[src/rtl/ckt_pkg.sv]
// ----------------------------------------------------------------------------
// Chunk key table package
// Shared types and codes for the chunk key table: request modes, result
// status codes, the stored key format and the controller states.
// ----------------------------------------------------------------------------
package ckt_pkg;

  localparam int KEY_W   = 28;
  localparam int COORD_W = 32;
  localparam int LOCAL_W = 4;
  localparam int SLOT_W  = 10;

  localparam logic [2:0] MODE_INSERT        = 3'd0;
  localparam logic [2:0] MODE_DELETE        = 3'd1;
  localparam logic [2:0] MODE_LOOKUP        = 3'd2;
  localparam logic [2:0] MODE_LOCATE        = 3'd3;
  localparam logic [2:0] MODE_LOCATE_CREATE = 3'd4;

  localparam logic [2:0] STATUS_OK        = 3'd0;
  localparam logic [2:0] STATUS_EXISTS    = 3'd1;
  localparam logic [2:0] STATUS_NOT_FOUND = 3'd2;
  localparam logic [2:0] STATUS_FULL      = 3'd3;
  localparam logic [2:0] STATUS_RANGE     = 3'd4;

  typedef logic [SLOT_W-1:0]  slot_t;
  typedef logic [LOCAL_W-1:0] local_t;

  typedef struct packed {
    logic signed [KEY_W-1:0] z;
    logic signed [KEY_W-1:0] y;
    logic signed [KEY_W-1:0] x;
  } key_t;

  typedef struct packed {
    logic [2:0] mode;
    logic       reject;
    logic [2:0] reject_status;
    key_t       key;
    local_t     lx;
    local_t     ly;
    local_t     lz;
  } req_t;

  typedef struct packed {
    logic [2:0] status;
    slot_t      slot;
    key_t       key;
    local_t     lx;
    local_t     ly;
    local_t     lz;
    logic       moved;
    slot_t      moved_from;
  } result_t;

  typedef enum logic [2:0] {
    S_IDLE,
    S_SCAN,
    S_MOVE_RD,
    S_MOVE_WR,
    S_FINISH
  } state_t;

endpackage

[src/rtl/ckt_req_decode.sv]
// ----------------------------------------------------------------------------
// Chunk key table request decoder
// Turns a request into a chunk key: a range-checked chunk coordinate in the
// table modes, or a floor division by 16 with local offsets in the locate
// modes. Flags requests that finish without touching the table.
// ----------------------------------------------------------------------------
module ckt_req_decode (
  input  logic [2:0]                    mode,
  input  logic [ckt_pkg::COORD_W-1:0]   coord_x,
  input  logic [ckt_pkg::COORD_W-1:0]   coord_y,
  input  logic [ckt_pkg::COORD_W-1:0]   coord_z,
  output ckt_pkg::req_t                 req
);

  logic fit_x;
  logic fit_y;
  logic fit_z;

  assign fit_x = (coord_x[31:27] == {5{coord_x[27]}});
  assign fit_y = (coord_y[31:27] == {5{coord_y[27]}});
  assign fit_z = (coord_z[31:27] == {5{coord_z[27]}});

  always_comb begin
    req      = '0;
    req.mode = mode;
    case (mode) inside
      ckt_pkg::MODE_INSERT, ckt_pkg::MODE_DELETE, ckt_pkg::MODE_LOOKUP: begin
        if (fit_x && fit_y && fit_z) begin
          req.key.x = coord_x[27:0];
          req.key.y = coord_y[27:0];
          req.key.z = coord_z[27:0];
        end else begin
          req.reject        = 1'b1;
          req.reject_status = ckt_pkg::STATUS_RANGE;
        end
      end
      ckt_pkg::MODE_LOCATE, ckt_pkg::MODE_LOCATE_CREATE: begin
        req.key.x = coord_x[31:4];
        req.key.y = coord_y[31:4];
        req.key.z = coord_z[31:4];
        req.lx    = coord_x[3:0];
        req.ly    = coord_y[3:0];
        req.lz    = coord_z[3:0];
      end
      default: begin
        req.reject        = 1'b1;
        req.reject_status = ckt_pkg::STATUS_NOT_FOUND;
      end
    endcase
  end

endmodule

[config.mk]
export PLATFORM = sky130hd
export DESIGN_NAME = ckt_req_decode
export DESIGN_NICKNAME = d
export VERILOG_FILES = /design/src/rtl/ckt_pkg.sv /design/src/rtl/ckt_req_decode.sv
export SDC_FILE = /design/constraint.sdc
export NUM_CORES = 1
export LEC_CHECK = 0
export ABC_AREA = 1
export BUFFER_PORTS_ARGS = -buffer_cell sky130_fd_sc_hd__clkbuf_2
export CAP_MARGIN = 20
export CORE_AREA = 2 2 79 81
export DETAILED_ROUTE_END_ITERATION = 8
export DIE_AREA = 0 0 81 83
export PLACE_DENSITY = 0.85
export RECOVER_POWER = 25
export SETUP_SLACK_MARGIN = 0.3
export SLEW_MARGIN = 20
export SYNTH_ARGS = -nofsm -noshare
export SYNTH_HDL_FRONTEND = slang
export SYNTH_SLANG_ARGS = --single-unit
[constraint.sdc]
create_clock -name vclk -period 3.4
set_clock_uncertainty 0.2 [all_clocks]
set_input_delay 0.68 -clock vclk [all_inputs]
set_output_delay 0.68 -clock vclk [all_outputs]
set_load 0.05 [all_outputs]
Yosys cells after proc, flatten, opt, wreduce, memory -nomap -nowiden
Index checks and enable logic that the tools add are counted.
Widths: inputs -> output; s select.
Storage, ports and cells
  flip-flop bits (word level): 0
  bits in latches: 0
  memory bits (writable): 0
  memory bits (read-only): 0
  output and inout bits: 103
  word-level logic and storage cells: 20
  memories kept: 0
Operators by class
  add/sub/neg operators: 0
  multiply operators: 0
  div/mod/pow operators: 0
  magnitude comparators: 0
  eq/ne operators: 7
  shift operators: 0
  mux-type cells: 8
  bitwise gates (word level): 0
  reductions and logical operators: 5
Operators by type and width (count)
  $mux 84: 3
  $mux 12: 2
  $eq 4x4->1: 3
  $mux 4: 3
  $eq 3x2->1 const B: 2
  $eq 3x1->1 const B: 1
  $eq 3x3->1 const B: 1
  $logic_not 3->1: 1
  $reduce_or 3->1: 1
  $logic_and 1x1->1: 2
  $reduce_or 2->1: 1

Longest topological paths before layout
  word-level depth: 5
  depth in mapped cells: 8

Worst setup path before layout
OpenSTA, ideal clock, no wires.
  path kind: input -> output
  from: input port mode[2]
  to: output port req[25] (netlist bit)
  data arrival time: 1.949 ns
  path slack: 0.571 ns
  stages on the path: 7
  path buffers: 2
  cells stage by stage: inv_2 -> nor2_2 -> nor2_4 -> buf_4 -> buf_4 -> nand2_1 -> nand2_1
RTL lines
  start, declared: line ckt_req_decode.sv:8  | input logic [2:0] mode,
  end, declared: line ckt_req_decode.sv:12  | output ckt_pkg::req_t req

==> flow_metrics.tcl <==
set metrics [dict create \
    power.leakage_nw 2.31 \
    grt_busiest_layer "met2" \
    status "completed" \
    rows 28 \
    gr-usage-met2_pct 45.8 \
    cts-resized-gates 0 \
    relSlewSlack_pct 54.4 \
    seq_area_um2 0 \
    start_kind "input port" \
    synth_area_leaders "nand2_1 (28%), nand4_1 (22%), nor2_1 (17%)" \
    dr.pass1.iters 5 \
    core-area_um2 5820 \
    viasPerCell 5.01 \
    cp_slowest_stage_delay_ns 0.53 \
    synthMuxAreaShare_pct 0 \
    worstPathRequired_ns 2.52 \
    worst_slack_ns 0.275 \
    cp.arrival_ns 2.25 \
    die_h_um 83 \
    syn-num-nets 623 \
    synthTopCellsByCount "nand2_1 (180), nor2_1 (106), inv_1 (91)" \
    rsz0062_at_grt "false" \
    gp_congestion 0.865 \
    vias 3802 \
    grtUsageMet3_pct 1.96 \
    slowest_stage "clkbuf_1" \
    grt.total_usage_pct 23.1 \
    fmax_mhz 320 \
    hp-class "in -> out" \
    synth-xor-area-share_pct 0 \
    synth_compound_area_share_pct 0 \
    hpwl_um 6400 \
    syn_area_um2 2380 \
    setup_viol 0 \
    fin_crit_sh_pct 91.9 \
    antenna_found_initial 0 \
    drtIter0Drc 219 \
    dp_slack_ns 0.411 \
    hold_viol 0 \
    wirelength_um 8580 \
    gr-total-overflow 0 \
    drtAntennaViolNets 0 \
    die_area_um2 6720 \
    io_buffers 201 \
    grt_pass1_wl_um 13400 \
    crit_end "req[92]" \
    grt_pass1_vias 3191 \
    io_pins 202 \
    drive_gt1_share_pct 28.7 \
    area_growth_pct 35.6 \
    worst_pin_slew_ns 0.687 \
    multi_input_area_um2 1670 \
    yosysSeqAreaShare_pct 0 \
    maxCapViolCount 0 \
    netlist.area_leader.share_pct 28.4 \
    nFillCells 622 \
    diodes 0 \
    worstSetupStartpoint "coord_y[29]" \
    maxSlewViolCount 0 \
    wl_per_cell_um 11.3 \
    drcViolationCount 0 \
    design.seq.count 0 \
    start_util_pct 40.9 \
    worstPathCellList "clkbuf_2, nor2_1, nand3b_1, nand2_2, buf_4, nand4_1, nand2_1, clkbuf_1" \
    ys_warn_count 0 \
    die_width_um 81 \
    postCtsSetupBuffers 0 \
    path_class "in -> out" \
    syn-mean-instance-area_um2 4.54 \
    final.setup.tns_ns 0 \
    synth_cell_types 15 \
    num-nets-final 785 \
    yosysMostFrequentCell "nand2_1" \
    vdd_drop_max_uv 92.6 \
    synthSimpleGateAreaFrac_pct 70.0 \
    cts_hold_buf 0 \
    crit_fanout 43 \
    synth_largest_area_cell "nand2_1" \
    min_path_cells 2 \
    fin_crit_ns 3.13 \
    grt_start_max_net_pins 86 \
    grt_use_met1_pct 25.1 \
    end_kind "output pin" \
    clkbuf_count 0 \
    synth_top_family_by_area "simple AND/OR/NAND/NOR gates" \
    powerDensity_nw_per_um2 193 \
    synth_cells 524 \
    synthAdderAreaFrac_pct 0 \
]
## power breakdown
group          internal (mW)  leakage, nW  switching (mW)
clock network              0            0               0
logic                  0.149         2.31           0.472
registers                  0            0               0
total                  0.149         2.31           0.472
## kinds of logic (layout without fill, tap and decap cells)
| group | Yosys count | count (layout) |
|---|---|---|
| simple gates | 380 | 380 |
| buf+inv | 143 | 303 |
| other cells | 1 | 1 |
## how the worst min path moves through the flow
stage	end	slack [ns]	start
2_1_floorplan	req[100]	1.33	mode[0]
3_3_place_gp	req[102]	1.48	mode[2]
3_5_place_dp	req[102]	1.48	mode[2]
4_1_cts	req[102]	1.49	mode[2]
5_1_grt	req[102]	1.55	mode[2]
6_report	req[102]	1.54	mode[2]
## critical path, delay by kind of cell
family        cells  cell delay [ns]
simple gates      5             0.57
buf+inv           3             0.99
## final cells by class
cell class,instances,area share (%)
inverter,93,10.8
timing repair buffer,210,34.5
tap,75,2.91
multi-input combinational,381,51.7
## cell usage in the layout (no fill, tap or decap)
cell      instances
nand2_1         180
clkbuf_2        177
nor2_1          106
inv_1            91
nand4_1          84
clkbuf_1         22
buf_4             6
buf_12            5
nand2_2           4
nand3_1           3
inv_2             2
nand3b_1          1
nor2_2            1
nor2_4            1
conb_1            1
## routing by layer
metal / wire, µm / part of all wire [%]
met5: 0 / 0
met2: 4600 / 54
met4: 153 / 1.8
met1: 3260 / 38
met3: 564 / 6.6
## stage by stage
step / util [%] / instances / power, mW / cell area, µm² / hold slack (ns)
CTS: 58.0 / 759 / 0.647 / 3370 / 1.49
global route: 55.4 / 759 / 0.663 / 3220 / 1.55
detailed placement: 58.0 / 759 / 0.645 / 3370 / 1.48
global placement: 58.0 / 759 / 0.638 / 3370 / 1.48
finish: 55.4 / 759 / 0.621 / 3220 / 1.54
floorplan: - / 524 / 0.461 / 2380 / 1.33
Note: power is estimated with default switching activity, not from simulation.
